### src/design/mfvn_ram.sv
`default_nettype none

module mfvn_ram #(
   parameter int WIDTH = 8,
   parameter int DEPTH = 16,
   localparam int AW = (DEPTH > 1) ? $clog2(DEPTH) : 1
) (
   input  wire logic             clock,
   input  wire logic             wr_en,
   input  wire logic [AW-1:0]    wr_addr,
   input  wire logic [WIDTH-1:0] wr_data,
   input  wire logic [AW-1:0]    rd_addr,
   output logic      [WIDTH-1:0] rd_data
);

   logic [WIDTH-1:0] mem [DEPTH];
   logic [WIDTH-1:0] rd_data_ff;

   always_ff @(posedge clock) begin
      if (wr_en) begin
         mem[wr_addr] <= wr_data;
      end
      rd_data_ff <= mem[rd_addr];
   end

   assign rd_data = rd_data_ff;

endmodule

`default_nettype wire
### config.mk
export PLATFORM = sky130hd
export DESIGN_NAME = mfvn_ram
export DESIGN_NICKNAME = d
export VERILOG_FILES = /design/src/design/mfvn_ram.sv
export SDC_FILE = /design/constraint.sdc
export NUM_CORES = 1
export LEC_CHECK = 0
export BUFFER_PORTS_ARGS = -buffer_cell sky130_fd_sc_hd__buf_2
export CORE_ASPECT_RATIO = 1.25
export CORE_MARGIN = 5
export CORE_UTILIZATION = 55
export DETAILED_ROUTE_END_ITERATION = 8
export GPL_TIMING_DRIVEN = 0
export PLACE_DENSITY = 0.73
export SLEW_MARGIN = 10
export SYNTH_ARGS = -nofsm -noshare
export SYNTH_HDL_FRONTEND = slang
export SYNTH_SLANG_ARGS = --single-unit
### constraint.sdc
create_clock -name clock -period 3.1 [get_ports clock]
set_clock_uncertainty 0.15 [all_clocks]
set_input_delay 0.155 -clock clock [delete_from_list [all_inputs] [get_ports clock]]
set_output_delay 0.155 -clock clock [all_outputs]
set_load 0.01 [all_outputs]
==> impl_metrics.csv <==
group,metric,value,unit
floorplanning,dieArea,0.01141,mm^2
route,wl_per_cell,24.07,um
floorplanning,io_pins,26,
cells_and_area,nNetsFinal,296,
logic_synthesis,netlist_area,0.005147,mm^2
route,route.detailed.drc,0,
route,vias,2425,
setup_path,cp_slowest_cell,"nor3_1",
logic_synthesis,ys_ff_latch,136,
route,drtIter0Drc,335,
power,power_leakage,0.002078,uW
global_routing,grt_max_degree,17,
timing,setup_viol,0,
logic_synthesis,ys_seq_area_frac,0.7778,
timing,drv_slew,0,
logic_synthesis,synth_top_area_frac,0.7467,
logic_synthesis,netlist_instances,229,
timing,worstMarginPinSlew,1.184,ns
setup_path,cp-start-kind,"primary input",
worst_hold_path,min_to,"mem[7][7]",
timing,relSlewSlack,0.2046,
worst_hold_path,holdPathStages,1,
clock_tree,insertion_delay,0.41,ns
timing,finalCriticalPeriod,1.839,ns
clock_tree,cts_buffers,17,
clock_tree,cts-htree-levels,4,
setup_path,crit_type,"primary input to flop",
clock_tree,clock-sinks,136,
floorplanning,die_w,96.53,um
run_status,status,"complete, no violations",
setup_path,r2r_setup_slack,1.50,ns
worst_hold_path,hold_path.class,"primary input to flop",
global_routing,grt_overflow,0,
cells_and_area,diodes,0,
global_routing,antenna_found_initial,0,
clock_tree,clkTransAtPathRegs,0.05,ns
logic_synthesis,ys.flop_type,"edfxtp_1",
setup_path,reg2reg_to,"rd_data[0]",
route,ant_nets,0,
timing,rsz0062_at_grt,"no",
logic_synthesis,synth.avg_cell_area,22.48,um^2
logic_synthesis,yosysTopAreaCell,"edfxtp_1",
floorplanning,core-area,0.009125,mm^2
timing,setup_tns,0,ns
logic_synthesis,ys_top_cells_by_area,"edfxtp_1 (75%), mux4_2 (7.9%), mux4_1 (7.1%)",
timing,final_hold_viol_count,0,
setup_path,rr_startpoint,"mem[1][0]",
setup_path,r2r_cells,3,
setup_path,cp_cell_sequence,"buf_2, or3b_2, nor3_1",
logic_synthesis,synth-edff-count,128,
timing,whs,0.02347,ns
worst_hold_path,worstHoldStart,"wr_data[7]",
floorplanning,start_util,0.5641,
clock_tree,cts_tree,"done",
global_routing,grt_pass1_vias,2503,
global_routing,grt_pass1_wl,15.07,mm
logic_synthesis,async_flop_share,0,
route,firstDrtPassIters,4,
power,powerDensity,721.3,mW/mm^2
placed_design,gp_congestion,0.7600,
logic_synthesis,netlist_top_cells_count,"edfxtp_1 (128), mux4_2 (18), a22oi_1 (16)",
logic_synthesis,synth_nets,247,
setup_path,end_kind,"flop",
clock_tree,cts-root-buf,"clkbuf_16",
global_routing,grtUsageTotal,0.1972,
floorplanning,rows,39,
cells_and_area,syn_to_final_growth,19.30,%
logic_synthesis,ys_types,19,
setup_path,critPathArrivalTime,1.71,ns
timing,timing.fmax,543.9,MHz
timing,final.period_utilization,0.5931,
power,ir_drop,0.0004304,V
setup_path,crit_start,"wr_addr[2]",
route,drt-total-wl,9.967,mm
clock_tree,cts-resized-gates,0,
setup_path,critical_path_required,2.98,ns
placed_design,dpl.hpwl,6.141,mm
logic_synthesis,yosysMostFrequentCell,"edfxtp_1",
placed_design,numPortBuffers,24,
setup_path,cpPeakStageDelay,0.92,ns
route,routed_via_density,5.857,
clock_tree,clk_path_buf_depth,2,
cells_and_area,drive_above_1_share,0.2955,
setup_path,crit_fanout,8,
flow_run,drv_cap,0,
floorplanning,die_y,118.2,um
logic_synthesis,yosys_warnings,0,
==> layout make-up <==
class | instances | area, um^2
Clock inverter | 13 | 201.4
Fill cell | 581 | 2984
Tap cell | 123 | 153.9
Multi-Input combinational cell | 83 | 1072
Clock buffer | 19 | 442.9
Timing Repair Buffer | 30 | 180.2
Sequential cell | 136 | 4004
Buffer | 10 | 86.33
==> cells in the final DEF, fill, tap and decap left out, types with 5 or more instances in the layout <==
cell	instances
edfxtp_1	128
buf_2	27
mux4_2	18
clkbuf_16	17
a22oi_1	16
mux4_1	14
nor2_1	13
nand2_1	9
dfxtp_1	8
dlygate4sd3_1	6
bufinv_16	5
==> how the worst max path moves through the flow <==
stage | slack [ns] | to | cells after the start
2_1_floorplan | 1.30 | mem[0][0] | 2
3_3_place_gp | 0.75 | mem[0][3] | 3
3_5_place_dp | 0.85 | mem[0][3] | 3
4_1_cts | 1.23 | mem[0][5] | 3
5_1_grt | 1.15 | mem[0][5] | 3
6_report | 1.26 | mem[0][3] | 3
==> kinds of logic (layout without fill, tap and decap cells) <==
family                 after synthesis  count (layout)  synth area share
buffers and inverters               10              72           0.01677
AO/OA/AOI/OAI                       16              16           0.02334
flip-flops                         136             136            0.7778
AND/OR/NAND/NOR                     35              35           0.03184
multiplexers                        32              32            0.1502
==> sequential cells by signal (all words and copies together), names as in the netlist <==
| signal | cells |
|---|---|
| rd_data | 8 |
| mem | 128 |
==> where the power goes <==
| part | switching [uW] | internal (uW) | total [uW] |
|---|---|---|---|
| Combinational | 119 | 86.7 | 206 |
| Clock | 715 | 1440 | 2160 |
| Sequential | 10.0 | 2060 | 2070 |
| Total | 844 | 3590 | 4430 |
==> through the flow <==
step	setup slack (ns)	power [uW]	cells	instance area, um^2	utilization
floorplan	1.302	2213	229	5147	-
global placement	0.7535	2296	376	5421	0.5941
detailed placement	0.8485	2305	376	5426	0.5947
CTS	1.227	4450	413	6121	0.6708
global route	1.151	4563	414	6141	0.6730
finish	1.261	4429	414	6141	0.6730
==> metal layers <==
layer | part of all wire | vias up | global-route usage
met3 | 0.060 | 11 | 0.04447
met5 | 0 | - | 0
met1 | 0.39 | 1240 | 0.2631
met4 | 0.012 | 0 | 0.1105
met2 | 0.54 | 102 | 0.2997
li1 | - | 1072 | -
==> critical path, delay by kind of cell <==
kind,cells,cell delay [ns]
AND/OR/NAND/NOR,2,1.44
buffers and inverters,1,0.11
==> repair_timing <==
item,4_1_cts,5_1_grt
setup buffers,0,0
hold buffers,5,1
hold endpoints to repair,69,3
Note: power is estimated with default switching activity, not from simulation.
